**src/rtl/adaptive_jitter_buffer_control_assert.svh**
```systemverilog
// ----------------------------------------------------------------------------
// Assertion macros for the adaptive jitter buffer control
// Shared concurrent assertion forms, clocked and disabled during reset.
// ----------------------------------------------------------------------------
`ifndef ADAPTIVE_JITTER_BUFFER_CONTROL_ASSERT_SVH
`define ADAPTIVE_JITTER_BUFFER_CONTROL_ASSERT_SVH

// The condition holds at every clock edge out of reset.
`define AJBC_ASSERT_ALWAYS(label, clk, rst_n, cond, msg) \
	label: assert property (@(posedge clk) disable iff (!rst_n) (cond)) \
		else $error(msg);

// When the antecedent holds, the consequent holds at the same edge.
`define AJBC_ASSERT_IMPLIES(label, clk, rst_n, ante, cons, msg) \
	label: assert property (@(posedge clk) disable iff (!rst_n) (ante) |-> (cons)) \
		else $error(msg);

`endif

```
**src/rtl/ajbc_pkg.sv**
```systemverilog
// ----------------------------------------------------------------------------
// Adaptive jitter buffer control package
// Field widths, codes and shared types of the slot controller.
// ----------------------------------------------------------------------------
`default_nettype none

package ajbc_pkg;

	// Number of ring slots; the slot and depth widths below are sized for it.
	localparam int SLOT_COUNT = 64;

	localparam int KIND_W     = 1;
	localparam int LEN_W      = 12;
	localparam int DEPTH_W    = 7;
	localparam int SLOT_W     = 6;
	localparam int CFG_IDX_W  = 8;
	localparam int CFG_DATA_W = 12;

	// Request kinds.
	localparam logic [KIND_W-1:0] KIND_PUT = 1'b0;
	localparam logic [KIND_W-1:0] KIND_GET = 1'b1;

	// Configuration register indexes.
	localparam logic [CFG_IDX_W-1:0] REG_FIXED_DEPTH  = 8'd0;
	localparam logic [CFG_IDX_W-1:0] REG_FRAME_SIZE   = 8'd1;
	localparam logic [CFG_IDX_W-1:0] REG_AUTO_FLOOR   = 8'd2;
	localparam logic [CFG_IDX_W-1:0] REG_AUTO_CEILING = 8'd3;

	// Reset values of the configuration registers.
	localparam logic [DEPTH_W-1:0] RST_FIXED_DEPTH  = 7'd0;
	localparam logic [LEN_W-1:0]   RST_FRAME_SIZE   = 12'd256;
	localparam logic [DEPTH_W-1:0] RST_AUTO_FLOOR   = 7'd1;
	localparam logic [DEPTH_W-1:0] RST_AUTO_CEILING = 7'd64;

	// Operations of the shared bin unit.
	localparam logic BIN_OP_INC   = 1'b0;
	localparam logic BIN_OP_HALVE = 1'b1;

	typedef struct packed {
		logic full;
		logic half_a;
		logic half_b;
	} bin_flags_t;

endpackage

`default_nettype wire

```
**src/rtl/ajbc_if.sv**
```systemverilog
// ----------------------------------------------------------------------------
// Adaptive jitter buffer control channels
// Request, response and configuration channels with valid/ready handshake.
// ----------------------------------------------------------------------------
`default_nettype none

interface ajbc_req_if;
	import ajbc_pkg::*;
	logic              valid;
	logic              ready;
	logic [KIND_W-1:0] kind;
	logic [LEN_W-1:0]  frame_len;
	modport source (output valid, kind, frame_len, input ready);
	modport sink   (input valid, kind, frame_len, output ready);
endinterface

interface ajbc_rsp_if;
	import ajbc_pkg::*;
	logic               valid;
	logic               ready;
	logic               ok;
	logic [SLOT_W-1:0]  slot;
	logic [DEPTH_W-1:0] fill_level;
	logic [DEPTH_W-1:0] auto_setting;
	modport source (output valid, ok, slot, fill_level, auto_setting, input ready);
	modport sink   (input valid, ok, slot, fill_level, auto_setting, output ready);
endinterface

interface ajbc_cfg_if;
	import ajbc_pkg::*;
	logic                  valid;
	logic                  ready;
	logic [CFG_IDX_W-1:0]  index;
	logic [CFG_DATA_W-1:0] data;
	modport source (output valid, index, data, input ready);
	modport sink   (input valid, index, data, output ready);
endinterface

`default_nettype wire

```
**src/rtl/ajbc_hist_ram.sv**
```systemverilog
// ----------------------------------------------------------------------------
// Phase histogram memory
// One write port, two registered read ports; per-entry valid bits make
// entries that were never written read as zero.
// ----------------------------------------------------------------------------
`default_nettype none

module ajbc_hist_ram #(
	parameter int SLOT_COUNT = 64,
	parameter int HW         = 15
) (
	input  wire logic                          clk,
	input  wire logic                          arst_n,
	input  wire logic                          we,
	input  wire logic [$clog2(SLOT_COUNT)-1:0] waddr,
	input  wire logic [HW-1:0]                 wdata,
	input  wire logic [$clog2(SLOT_COUNT)-1:0] raddr_a,
	input  wire logic [$clog2(SLOT_COUNT)-1:0] raddr_b,
	output logic      [HW-1:0]                 rdata_a,
	output logic      [HW-1:0]                 rdata_b
);

	logic [HW-1:0]         mem [SLOT_COUNT];
	logic [SLOT_COUNT-1:0] valid_q;
	logic [HW-1:0]         rd_a_q;
	logic [HW-1:0]         rd_b_q;
	logic                  vld_a_q;
	logic                  vld_b_q;

	always_ff @(posedge clk) begin
		if (we) begin
			mem[waddr] <= wdata;
		end
		rd_a_q <= mem[raddr_a];
		rd_b_q <= mem[raddr_b];
	end

	always_ff @(posedge clk or negedge arst_n) begin
		if (!arst_n) begin
			valid_q <= '0;
			vld_a_q <= 1'b0;
			vld_b_q <= 1'b0;
		end else begin
			if (we) begin
				valid_q[waddr] <= 1'b1;
			end
			vld_a_q <= valid_q[raddr_a];
			vld_b_q <= valid_q[raddr_b];
		end
	end

	assign rdata_a = vld_a_q ? rd_a_q : '0;
	assign rdata_b = vld_b_q ? rd_b_q : '0;

endmodule

`default_nettype wire

```
**src/rtl/ajbc_bin_unit.sv**
```systemverilog
// ----------------------------------------------------------------------------
// Histogram bin unit
// Shared arithmetic on histogram bins: add one count or halve, plus the
// saturation and peak threshold compares.
// ----------------------------------------------------------------------------
`default_nettype none

module ajbc_bin_unit #(
	parameter int SLOT_COUNT     = 64,
	parameter int HIST_FRAC_BITS = 8,
	parameter int HW             = 15
) (
	input  wire logic               op,
	input  wire logic [HW-1:0]      din_a,
	input  wire logic [HW-1:0]      din_b,
	output logic      [HW-1:0]      res,
	output ajbc_pkg::bin_flags_t    flags
);

	import ajbc_pkg::*;

	localparam logic [HW-1:0] ONE    = HW'(1) << HIST_FRAC_BITS;
	localparam logic [HW-1:0] HALF   = HW'(1) << (HIST_FRAC_BITS - 1);
	localparam logic [HW-1:0] THRESH = HW'(SLOT_COUNT) << HIST_FRAC_BITS;

	always_comb begin
		case (op)
			BIN_OP_INC:   res = din_a + ONE;
			BIN_OP_HALVE: res = din_a >> 1;
			default:      res = din_a;
		endcase
		flags.full   = (res >= THRESH);
		flags.half_a = (din_a >= HALF);
		flags.half_b = (din_b >= HALF);
	end

endmodule

`default_nettype wire

```
**src/rtl/ajbc_slot_ctrl.sv**
```systemverilog
// ----------------------------------------------------------------------------
// Ring slot controller
// Write and read slot pointers, fill count and arrival/read phases.
// ----------------------------------------------------------------------------
`default_nettype none

`include "adaptive_jitter_buffer_control_assert.svh"

module ajbc_slot_ctrl #(
	parameter int SLOT_COUNT = 64
) (
	input  wire logic                             clk,
	input  wire logic                             arst_n,
	input  wire logic                             fire,
	input  wire logic [ajbc_pkg::KIND_W-1:0]      kind,
	input  wire logic [ajbc_pkg::LEN_W-1:0]       frame_len,
	input  wire logic [ajbc_pkg::LEN_W-1:0]       frame_size,
	input  wire logic [$clog2(SLOT_COUNT+1)-1:0]  depth_limit,
	output logic                                  ok,
	output logic      [$clog2(SLOT_COUNT)-1:0]    slot,
	output logic      [$clog2(SLOT_COUNT+1)-1:0]  held_next,
	output logic      [$clog2(SLOT_COUNT)-1:0]    bin
);

	import ajbc_pkg::*;

	localparam int SW  = $clog2(SLOT_COUNT);
	localparam int HFW = $clog2(SLOT_COUNT + 1);
	localparam logic [SW-1:0] LAST = SW'(SLOT_COUNT - 1);

	logic [SW-1:0]  wr_slot_q;
	logic [SW-1:0]  rd_slot_q;
	logic [SW-1:0]  arr_ph_q;
	logic [SW-1:0]  rd_ph_q;
	logic [HFW-1:0] held_q;
	logic           len_match;
	logic [SW:0]    bin_wrap;
	logic [SW:0]    occ_wrap;
	logic [SW-1:0]  occ;

	function automatic logic [SW-1:0] wrap_inc(input logic [SW-1:0] v);
		return (v == LAST) ? '0 : v + 1'b1;
	endfunction

	assign len_match = (frame_len == frame_size);
	assign bin_wrap  = (SW+1)'(arr_ph_q) + (SW+1)'(SLOT_COUNT) - (SW+1)'(rd_ph_q);
	assign bin       = (arr_ph_q >= rd_ph_q) ? (arr_ph_q - rd_ph_q) : bin_wrap[SW-1:0];

	always_comb begin
		ok        = 1'b0;
		slot      = '0;
		held_next = held_q;
		case (kind)
			KIND_PUT: begin
				if (held_q < depth_limit && len_match) begin
					ok        = 1'b1;
					slot      = wr_slot_q;
					held_next = held_q + 1'b1;
				end
			end
			KIND_GET: begin
				if (held_q != '0 && len_match) begin
					ok        = 1'b1;
					slot      = rd_slot_q;
					held_next = held_q - 1'b1;
				end
			end
			default: begin
				ok = 1'b0;
			end
		endcase
	end

	always_ff @(posedge clk or negedge arst_n) begin
		if (!arst_n) begin
			wr_slot_q <= '0;
			rd_slot_q <= '0;
			arr_ph_q  <= '0;
			rd_ph_q   <= '0;
			held_q    <= '0;
		end else if (fire) begin
			held_q <= held_next;
			if (kind == KIND_PUT) begin
				arr_ph_q <= wrap_inc(arr_ph_q);
				if (ok) begin
					wr_slot_q <= wrap_inc(wr_slot_q);
				end
			end else begin
				rd_ph_q <= wrap_inc(rd_ph_q);
				if (ok) begin
					rd_slot_q <= wrap_inc(rd_slot_q);
				end
			end
		end
	end

	// Distance from read pointer to write pointer around the ring.
	assign occ_wrap = (SW+1)'(wr_slot_q) + (SW+1)'(SLOT_COUNT) - (SW+1)'(rd_slot_q);
	assign occ      = (wr_slot_q >= rd_slot_q) ? (wr_slot_q - rd_slot_q) : occ_wrap[SW-1:0];

	`AJBC_ASSERT_ALWAYS(a_held_range, clk, arst_n, held_q <= HFW'(SLOT_COUNT), "fill count above slot count")
	`AJBC_ASSERT_IMPLIES(a_ptr_full, clk, arst_n, held_q == HFW'(SLOT_COUNT), occ == '0, "full ring with pointers apart")
	`AJBC_ASSERT_IMPLIES(a_ptr_fill, clk, arst_n, held_q != HFW'(SLOT_COUNT), HFW'(occ) == held_q, "pointer distance differs from fill count")

endmodule

`default_nettype wire

```
**src/rtl/adaptive_jitter_buffer_control.sv**
```systemverilog
// ----------------------------------------------------------------------------
// Adaptive jitter buffer control
// Slot controller of a frame ring buffer with histogram-driven depth.
// ----------------------------------------------------------------------------
// Each request is a put or a get of one frame. A put is stored when its length
// equals frame_size and the fill level is below the depth limit (fixed_depth, or
// the automatic depth when fixed_depth is 0); a get returns the oldest slot when
// a frame is waiting and its length matches. One response comes back per request.
// The block takes one request at a time: a get goes through the emit step, a put
// first through the hit step, the read-modify-write of the histogram bin through
// the single write port of the histogram memory. When a put drives its bin to
// SLOT_COUNT counts, a rescale follows: a sweep halves every bin through the shared
// bin unit, then a peak search reads both neighbors of the hit bin per cycle on the
// two memory read ports. A finished response waits in an output register, so the
// next request is taken while the previous response is still unclaimed. The
// histogram needs no clearing pass after reset; per-entry valid bits clear at once.
// ----------------------------------------------------------------------------
`default_nettype none

`include "adaptive_jitter_buffer_control_assert.svh"

module adaptive_jitter_buffer_control #(
	parameter int HIST_FRAC_BITS = 8
) (
	input  wire logic   clk,
	input  wire logic   arst_n,
	ajbc_req_if.sink    req,
	ajbc_rsp_if.source  rsp,
	ajbc_cfg_if.sink    cfg
);

	import ajbc_pkg::*;

	localparam int SW    = $clog2(SLOT_COUNT);
	localparam int HFW   = $clog2(SLOT_COUNT + 1);
	localparam int CW    = (HFW > DEPTH_W) ? HFW : DEPTH_W;
	localparam int HW    = SW + HIST_FRAC_BITS + 1;
	localparam int LIMIT = (SLOT_COUNT - 1) / 2;
	localparam int XW    = $clog2(LIMIT + 1);
	localparam logic [SW-1:0] LAST = SW'(SLOT_COUNT - 1);

	localparam logic [2:0] ST_IDLE   = 3'd0;
	localparam logic [2:0] ST_HIT_RD = 3'd1;
	localparam logic [2:0] ST_SWEEP  = 3'd2;
	localparam logic [2:0] ST_SEARCH = 3'd3;
	localparam logic [2:0] ST_EMIT   = 3'd4;

	// Configuration registers.
	logic [DEPTH_W-1:0] fixed_depth_q;
	logic [LEN_W-1:0]   frame_size_q;
	logic [DEPTH_W-1:0] auto_floor_q;
	logic [DEPTH_W-1:0] auto_ceiling_q;
	logic [CW-1:0]      cfg_depth;

	// Sequencer state.
	logic [2:0]     state_q;
	logic [HFW-1:0] auto_depth_q;
	logic [SW-1:0]  hit_q;
	logic [HFW-1:0] idx_q;
	logic           swp_pend_q;
	logic [SW-1:0]  swp_addr_q;
	logic [XW-1:0]  x_q;
	logic [XW-1:0]  px_q;
	logic           pend_q;
	logic [XW-1:0]  width_q;
	logic [SW-1:0]  up_q;
	logic [SW-1:0]  dn_q;

	// Pending response of the request in flight.
	logic           res_ok_q;
	logic [SW-1:0]  res_slot_q;
	logic [HFW-1:0] res_fill_q;

	// Output register.
	logic               rsp_valid_q;
	logic               rsp_ok_q;
	logic [SLOT_W-1:0]  rsp_slot_q;
	logic [DEPTH_W-1:0] rsp_fill_q;
	logic [DEPTH_W-1:0] rsp_auto_q;

	logic           req_fire;
	logic           emit_load;
	logic [HFW-1:0] depth_limit;
	logic           sc_ok;
	logic [SW-1:0]  sc_slot;
	logic [HFW-1:0] sc_held_next;
	logic [SW-1:0]  sc_bin;
	logic           mem_we;
	logic [SW-1:0]  mem_waddr;
	logic [SW-1:0]  mem_raddr_a;
	logic [HW-1:0]  mem_rdata_a;
	logic [HW-1:0]  mem_rdata_b;
	logic           bin_op;
	logic [HW-1:0]  bin_res;
	bin_flags_t     bin_flags;
	logic [CW-1:0]  auto_clamp;

	function automatic logic [SW-1:0] wrap_inc(input logic [SW-1:0] v);
		return (v == LAST) ? '0 : v + 1'b1;
	endfunction

	function automatic logic [SW-1:0] wrap_dec(input logic [SW-1:0] v);
		return (v == '0) ? LAST : v - 1'b1;
	endfunction

	// A request is taken only while the sequencer is idle.
	assign req.ready = (state_q == ST_IDLE);
	assign req_fire  = req.valid && req.ready;
	assign cfg.ready = 1'b1;

	// A nonzero fixed depth overrides the automatic depth.
	assign depth_limit = (fixed_depth_q != '0) ? HFW'(fixed_depth_q) : auto_depth_q;

	ajbc_slot_ctrl #(
		.SLOT_COUNT (SLOT_COUNT)
	) u_slot_ctrl (
		.clk         (clk),
		.arst_n      (arst_n),
		.fire        (req_fire),
		.kind        (req.kind),
		.frame_len   (req.frame_len),
		.frame_size  (frame_size_q),
		.depth_limit (depth_limit),
		.ok          (sc_ok),
		.slot        (sc_slot),
		.held_next   (sc_held_next),
		.bin         (sc_bin)
	);

	// Port A serves the hit bin read, the sweep and the upper search side; port B
	// serves the lower search side.
	always_comb begin
		case (state_q)
			ST_SWEEP:  mem_raddr_a = idx_q[SW-1:0];
			ST_SEARCH: mem_raddr_a = up_q;
			default:   mem_raddr_a = sc_bin;
		endcase
	end

	// The hit bin gets one count added; the sweep halves each bin in turn.
	assign bin_op    = (state_q == ST_SWEEP) ? BIN_OP_HALVE : BIN_OP_INC;
	assign mem_we    = (state_q == ST_HIT_RD) || (state_q == ST_SWEEP && swp_pend_q);
	assign mem_waddr = (state_q == ST_HIT_RD) ? hit_q : swp_addr_q;

	ajbc_bin_unit #(
		.SLOT_COUNT     (SLOT_COUNT),
		.HIST_FRAC_BITS (HIST_FRAC_BITS),
		.HW             (HW)
	) u_bin_unit (
		.op    (bin_op),
		.din_a (mem_rdata_a),
		.din_b (mem_rdata_b),
		.res   (bin_res),
		.flags (bin_flags)
	);

	ajbc_hist_ram #(
		.SLOT_COUNT (SLOT_COUNT),
		.HW         (HW)
	) u_hist_ram (
		.clk     (clk),
		.arst_n  (arst_n),
		.we      (mem_we),
		.waddr   (mem_waddr),
		.wdata   (bin_res),
		.raddr_a (mem_raddr_a),
		.raddr_b (dn_q),
		.rdata_a (mem_rdata_a),
		.rdata_b (mem_rdata_b)
	);

	// Configuration writes; a fixed depth beyond the ring size acts as the ring size.
	assign cfg_depth = (CW'(cfg.data[DEPTH_W-1:0]) > CW'(SLOT_COUNT)) ?
		CW'(SLOT_COUNT) : CW'(cfg.data[DEPTH_W-1:0]);

	always_ff @(posedge clk or negedge arst_n) begin
		if (!arst_n) begin
			fixed_depth_q  <= RST_FIXED_DEPTH;
			frame_size_q   <= RST_FRAME_SIZE;
			auto_floor_q   <= RST_AUTO_FLOOR;
			auto_ceiling_q <= RST_AUTO_CEILING;
		end else if (cfg.valid && cfg.ready) begin
			case (cfg.index)
				REG_FIXED_DEPTH:  fixed_depth_q  <= DEPTH_W'(cfg_depth);
				REG_FRAME_SIZE:   frame_size_q   <= cfg.data[LEN_W-1:0];
				REG_AUTO_FLOOR:   auto_floor_q   <= cfg.data[DEPTH_W-1:0];
				REG_AUTO_CEILING: auto_ceiling_q <= cfg.data[DEPTH_W-1:0];
				default: begin
				end
			endcase
		end
	end

	// The response leaves once the output register is free or being drained.
	assign emit_load = (state_q == ST_EMIT) && (!rsp_valid_q || rsp.ready);

	// Reported depth: the ceiling caps the automatic depth, and the floor wins
	// when the floor is above the ceiling.
	always_comb begin
		auto_clamp = CW'(auto_depth_q);
		if (auto_clamp > CW'(auto_ceiling_q)) begin
			auto_clamp = CW'(auto_ceiling_q);
		end
		if (auto_clamp < CW'(auto_floor_q)) begin
			auto_clamp = CW'(auto_floor_q);
		end
	end

	always_ff @(posedge clk or negedge arst_n) begin
		if (!arst_n) begin
			state_q      <= ST_IDLE;
			auto_depth_q <= HFW'(SLOT_COUNT);
			hit_q        <= '0;
			idx_q        <= '0;
			swp_pend_q   <= 1'b0;
			swp_addr_q   <= '0;
			x_q          <= '0;
			px_q         <= '0;
			pend_q       <= 1'b0;
			width_q      <= '0;
			up_q         <= '0;
			dn_q         <= '0;
			res_ok_q     <= 1'b0;
			res_slot_q   <= '0;
			res_fill_q   <= '0;
		end else begin
			case (state_q)
				ST_IDLE: begin
					if (req_fire) begin
						res_ok_q   <= sc_ok;
						res_slot_q <= sc_slot;
						res_fill_q <= sc_held_next;
						hit_q      <= sc_bin;
						state_q    <= (req.kind == KIND_PUT) ? ST_HIT_RD : ST_EMIT;
					end
				end
				ST_HIT_RD: begin
					// The incremented bin is written this cycle; a full bin
					// starts the rescale.
					if (bin_flags.full) begin
						idx_q      <= '0;
						swp_pend_q <= 1'b0;
						state_q    <= ST_SWEEP;
					end else begin
						state_q <= ST_EMIT;
					end
				end
				ST_SWEEP: begin
					// Read one bin per cycle and write it back halved in the cycle after.
					if (idx_q != HFW'(SLOT_COUNT)) begin
						idx_q      <= idx_q + 1'b1;
						swp_addr_q <= idx_q[SW-1:0];
						swp_pend_q <= 1'b1;
					end else begin
						swp_pend_q <= 1'b0;
						x_q        <= XW'(1);
						pend_q     <= 1'b0;
						width_q    <= XW'(1);
						up_q       <= wrap_inc(hit_q);
						dn_q       <= wrap_dec(hit_q);
						state_q    <= ST_SEARCH;
					end
				end
				ST_SEARCH: begin
					// Issue the two neighbors at distance x, judge them in the next
					// cycle; the widest hit sets the width.
					if (x_q < XW'(LIMIT)) begin
						x_q    <= x_q + 1'b1;
						px_q   <= x_q;
						pend_q <= 1'b1;
						up_q   <= wrap_inc(up_q);
						dn_q   <= wrap_dec(dn_q);
					end else begin
						pend_q <= 1'b0;
					end
					if (pend_q && (bin_flags.half_a || bin_flags.half_b)) begin
						width_q <= px_q + 1'b1;
					end
					if (x_q >= XW'(LIMIT) && !pend_q) begin
						auto_depth_q <= HFW'({width_q, 1'b0});
						state_q      <= ST_EMIT;
					end
				end
				ST_EMIT: begin
					if (emit_load) begin
						state_q <= ST_IDLE;
					end
				end
				default: begin
					state_q <= ST_IDLE;
				end
			endcase
		end
	end

	always_ff @(posedge clk or negedge arst_n) begin
		if (!arst_n) begin
			rsp_valid_q <= 1'b0;
		end else if (emit_load) begin
			rsp_valid_q <= 1'b1;
		end else if (rsp.ready) begin
			rsp_valid_q <= 1'b0;
		end
	end

	always_ff @(posedge clk) begin
		if (emit_load) begin
			rsp_ok_q   <= res_ok_q;
			rsp_slot_q <= SLOT_W'(res_slot_q);
			rsp_fill_q <= DEPTH_W'(res_fill_q);
			rsp_auto_q <= DEPTH_W'(auto_clamp);
		end
	end

	assign rsp.valid        = rsp_valid_q;
	assign rsp.ok           = rsp_ok_q;
	assign rsp.slot         = rsp_slot_q;
	assign rsp.fill_level   = rsp_fill_q;
	assign rsp.auto_setting = rsp_auto_q;

	`AJBC_ASSERT_ALWAYS(a_auto_even, clk, arst_n, auto_depth_q[0] == 1'b0 && auto_depth_q != '0, "automatic depth not a nonzero even width")
	`AJBC_ASSERT_IMPLIES(a_rsp_from_emit, clk, arst_n, $rose(rsp_valid_q), $past(state_q == ST_EMIT), "response raised outside the emit step")
	`AJBC_ASSERT_IMPLIES(a_no_req_busy, clk, arst_n, state_q == ST_SWEEP || state_q == ST_SEARCH, !mem_we || state_q == ST_SWEEP, "histogram written during search")

endmodule

`default_nettype wire

```
**src/flat_wrapper.sv**
```systemverilog
// flat-port wrapper written by rule: the top's interface ports become plain ports
module adaptive_jitter_buffer_control_flat import ajbc_pkg::*;
#(
	parameter int HIST_FRAC_BITS = 8
)
  (clk, arst_n, req_valid, req_kind, req_frame_len, req_ready, rsp_valid, rsp_ok, rsp_slot, rsp_fill_level, rsp_auto_setting, rsp_ready, cfg_valid, cfg_index, cfg_data, cfg_ready);
  ajbc_req_if req_i ();
  ajbc_rsp_if rsp_i ();
  ajbc_cfg_if cfg_i ();
  input  wire logic clk;
  input  wire logic arst_n;
  input wire logic [$bits(req_i.valid)-1:0] req_valid;
  input wire logic [$bits(req_i.kind)-1:0] req_kind;
  input wire logic [$bits(req_i.frame_len)-1:0] req_frame_len;
  output wire logic [$bits(req_i.ready)-1:0] req_ready;
  output wire logic [$bits(rsp_i.valid)-1:0] rsp_valid;
  output wire logic [$bits(rsp_i.ok)-1:0] rsp_ok;
  output wire logic [$bits(rsp_i.slot)-1:0] rsp_slot;
  output wire logic [$bits(rsp_i.fill_level)-1:0] rsp_fill_level;
  output wire logic [$bits(rsp_i.auto_setting)-1:0] rsp_auto_setting;
  input wire logic [$bits(rsp_i.ready)-1:0] rsp_ready;
  input wire logic [$bits(cfg_i.valid)-1:0] cfg_valid;
  input wire logic [$bits(cfg_i.index)-1:0] cfg_index;
  input wire logic [$bits(cfg_i.data)-1:0] cfg_data;
  output wire logic [$bits(cfg_i.ready)-1:0] cfg_ready;
  assign req_i.valid = req_valid;
  assign req_i.kind = req_kind;
  assign req_i.frame_len = req_frame_len;
  assign req_ready = req_i.ready;
  assign rsp_valid = rsp_i.valid;
  assign rsp_ok = rsp_i.ok;
  assign rsp_slot = rsp_i.slot;
  assign rsp_fill_level = rsp_i.fill_level;
  assign rsp_auto_setting = rsp_i.auto_setting;
  assign rsp_i.ready = rsp_ready;
  assign cfg_i.valid = cfg_valid;
  assign cfg_i.index = cfg_index;
  assign cfg_i.data = cfg_data;
  assign cfg_ready = cfg_i.ready;
  adaptive_jitter_buffer_control #(.HIST_FRAC_BITS(HIST_FRAC_BITS)) u_core (.clk(clk), .arst_n(arst_n), .req(req_i), .rsp(rsp_i), .cfg(cfg_i));
endmodule
```
**config.mk**
```make
export PLATFORM = sky130hd
export DESIGN_NAME = adaptive_jitter_buffer_control_flat
export DESIGN_NICKNAME = d
export VERILOG_FILES = /design/src/rtl/ajbc_pkg.sv /design/src/rtl/ajbc_if.sv /design/src/rtl/ajbc_hist_ram.sv /design/src/rtl/ajbc_bin_unit.sv /design/src/rtl/ajbc_slot_ctrl.sv /design/src/rtl/adaptive_jitter_buffer_control.sv /design/src/flat_wrapper.sv
export VERILOG_INCLUDE_DIRS = /design/src /design/src/rtl
export SDC_FILE = /design/constraint.sdc
export NUM_CORES = 2
export LEC_CHECK = 0
export ABC_AREA = 1
export BUFFER_PORTS_ARGS = -buffer_cell sky130_fd_sc_hd__buf_2
export CORE_UTILIZATION = 60
export CTS_CLUSTER_DIAMETER = 30
export DETAILED_ROUTE_END_ITERATION = 8
export PLACE_DENSITY = 0.76
export SKIP_CTS_REPAIR_TIMING = 1
export SLEW_MARGIN = 20
export SYNTH_ARGS = -nofsm -noshare
export SYNTH_HDL_FRONTEND = slang
export SYNTH_SLANG_ARGS = --single-unit
export TNS_END_PERCENT = 50
```
**constraint.sdc**
```tcl
create_clock -name clk -period 4.6 [get_ports clk]
set_input_delay 0.23 -clock clk [delete_from_list [all_inputs] [get_ports clk]]
set_output_delay 0.23 -clock clk [all_outputs]
set_load 0.02 [all_outputs]
```
==> flow_summary.yaml <==
clock_network:
  clk_pin_slew_ps: 50
  cts_tree: "done"
  root_buffer: "clkbuf_16"
  clk_latency_ps: 760
  clock_path_buffers: 3
  numClockSinks: 744
  cts_htree_levels: 4
  cts_buffers: 155
timing:
  holdWs_ps: 45.6
  tightest_slew_ps: 1100
  fmax_mhz: 265
  finalSetupViolations: 0
  fin_tns_setup_ps: 0
  slew_headroom_pct: 26.5
  finalHoldViolations: 0
  final_max_slew_viol_count: 0
  period_minus_slack_ps: 3780
  finalCritPeriodShare_pct: 82.2
  grt_setup_unrepaired: "false"
  skew_ps: 27.3
worst_setup_path:
  crit_buf_inv: 1
  cpPeakStageDelay_ps: 670
  critPathTopFamily: "simple AND/OR/NAND/NOR gates"
  critPathKind: "register to register"
  cpMostUsedCell: "a21oi_1"
  cp-startpoint: "u_core.fixed_depth_q[1]$_DFFE_PN0P_"
  arrival_ps: 4420
  startpoint_type: "register"
  required_ps: 5240
  cp_cell_sequence: "or4_1 -> nor4_1 -> a21oi_1 -> ha_1 -> a21oi_1 -> o31ai_1 -> a21oi_1 -> nand2_1 -> nor2_1 -> nand2_1 -> clkinv_1 -> nand3_1 -> o21ai_0"
  crit_path_end_kind: "register"
  worst-path-max-fanout: 10
  critPathSlowestCell: "nor4_1"
  r2r_start: "u_core.fixed_depth_q[1]$_DFFE_PN0P_"
power:
  p_per_area_nw_per_um2: 801
  p_total_mw: 37.4
  ir_drop_mv: 1.23
  power.leakage_nw: 19.7
final_layout:
  n_fill_cell: 4968
  area_delta_synth_final_pct: 15.1
  stdcell_count: 5686
  nets: 4758
  final_util_pct: 69.7
  drive_above_1_share_pct: 10.4
synthesis:
  synth_commonest_cells: "657 x o21ai_0, 650 x nand2_1, 639 x inv_1"
  ys_warn_count: 0
  synthTopCellsByArea: "edfxtp_1 39%, dfrtp_1 12%, o21ai_0 8.1%"
  ys_seq_area_share_pct: 52.2
  synth.most_common_cell: "o21ai_0"
  synth_seq_cells: 744
  synth_enable_flop_cells: 533
  syn_nets: 4944
  synth_cell_types: 50
  synthCells: 4863
  async_flop_share_pct: 26.2
  synth.avg_cell_area_um2: 8.35
  yosysTopAreaCell: "edfxtp_1"
  mappedNetlistArea_um2: 40600
  ys.flop_type: "edfxtp_1"
  synth_top_area_share_pct: 39.4
grt:
  grt_util_all_layers_pct: 37.0
  grt_pass1_wl_um: 194000
  grt_overflow_total: 0
  antenna_found_initial: 0
  grt_max_degree: 140
  grt_pass1_vias: 34109
placed_design:
  dp_hpwl_um: 74400
  gp_congestion: 0.961
  port_buffers: 60
  place_inst: 5371
drt:
  drc_errors: 1
  detail_route.vias_per_cell: 6.42
  routed_wl_um: 128000
  vias: 36512
  drt_iter0_markers: 5651
  routedWlPerCell_um: 22.5
  ant_nets: 0
  first_pass_iters: 9
min_path:
  min_path_type: "input pin to register"
  min_from: "cfg_index[0]"
floorplanning:
  die_width_um: 262
  fp.dieH_um: 262
  core_um2: 67000
  initial_core_util_pct: 60.6
  rows: 95
  io_pins: 62
  die_area_um2: 68700
flow_run:
  drv_cap: 0
outcome:
  status: "finished with violations"
  violations: "DRC"
==> power by group <==
group	switching [mW]	total, mW	internal [mW]
Clock	3.88	11.5	7.58
Sequential	0.265	8.73	8.47
Combinational	12.6	17.2	4.61
Total	16.8	37.4	20.7
==> routing by layer <==
layer | vias up | GRT usage [%] | part of all wire, %
li1 | 16020 | - | -
met1 | 17089 | 48.1 | 36
met2 | 2800 | 56.3 | 45
met3 | 603 | 10.2 | 14
met4 | 0 | 20.1 | 5.6
met5 | - | 0 | 0
==> tightest hold or removal path, cell delays in order <==
cell and delay [ps]:
buf_2 90, nor2_1 50, nand2_1 250, nand2_1 80, o21ai_0 60
==> worst paths after layout <==
kind,to,slack (ps),cells after the start
min in group asynchronous,u_core.frame_size_q[4]$_DFFE_PN0P_,100,2
setup reg to reg,u_core.u_slot_ctrl.wr_slot_q[5]$_DFFE_PN0P_,820,13
hold / removal,u_core.fixed_depth_q[4]$_DFFE_PN0P_,50,5
hold reg to reg,u_core.rsp.ok$_DFFE_PP_,460,0
max in group asynchronous,u_core.u_hist_ram.valid_q[24]$_DFFE_PN0N_,3420,3
setup / recovery,u_core.u_slot_ctrl.wr_slot_q[5]$_DFFE_PN0P_,820,13
==> cells in the final DEF, fill, tap and decap left out, types with 16 or more instances in the layout <==
master           n
clkinv_2        16
nor2_1         317
xor2_1          35
buf_2           59
buf_4          112
dfrtp_1        188
nand3_1        558
edfxtp_1       533
clkinv_1        25
clkbuf_1        23
nand4_1        229
clkbuf_16      161
o21ai_1         34
o21ai_0        651
o221ai_1        16
bufinv_16       18
a21oi_1        182
nand2_1        648
dfxtp_1         16
o211ai_1        54
dlygate4sd3_1   21
ha_1            42
inv_1          636
buf_12          20
nor3_1          18
==> layout make-up <==
type	count	area, µm²	area share, %
Tap cell	873	1090	2.34
Timing Repair Buffer	214	1790	3.83
Antenna cell	2	5.00	0.0107
Clock buffer	191	4210	9.01
Sequential cell	744	21200	45.4
Multi-Input combinational cell	2911	14700	31.5
Inverter	651	2450	5.24
Clock inverter	100	1230	2.63
==> flip-flops by register name, summed over array words and instances (netlist names), 6 cells and up, named ones only <==
signal / flops
u_core.hit_q: 6
u_core.rsp.auto_setting: 7
u_core.up_q: 6
u_core.u_hist_ram.valid_q: 64
u_core.rsp.fill_level: 7
u_core.u_slot_ctrl.rd_ph_q: 6
u_core.res_slot_q: 6
u_core.rsp.slot: 6
u_core.swp_addr_q: 6
u_core.u_slot_ctrl.wr_slot_q: 6
u_core.idx_q: 7
u_core.u_slot_ctrl.rd_slot_q: 6
u_core.frame_size_q: 12
u_core.auto_floor_q: 7
u_core.u_hist_ram.mem: 512
u_core.dn_q: 6
u_core.u_slot_ctrl.arr_ph_q: 6
u_core.u_hist_ram.rd_b_q: 8
u_core.u_hist_ram.rd_a_q: 8
u_core.auto_depth_q: 6
u_core.auto_ceiling_q: 7
u_core.fixed_depth_q: 7
==> cells by family (layout without fill, tap and decap cells) <==
| kind of cell | after synthesis | after routing | share of synthesized area, % |
|---|---|---|---|
| XOR/XNOR | 50 | 50 | 1.08 |
| adder cells (fa/ha/maj) | 43 | 43 | 1.34 |
| AO/OA/AOI/OAI | 1001 | 1001 | 13.2 |
| AND/OR/NAND/NOR | 1816 | 1816 | 20.3 |
| buffers and inverters | 1208 | 1156 | 11.8 |
| flip-flops | 744 | 744 | 52.2 |
| other | 1 | 3 | 0.00923 |
==> through the flow <==
step | instance area [µm²] | setup WS [ps]
global route | 46700 | 469
detailed placement | 41000 | 891
finish | 46700 | 821
global placement | 41000 | 977
CTS | 46500 | 871
floorplan | 40600 | 335
Power figures use the tool's default switching activity.
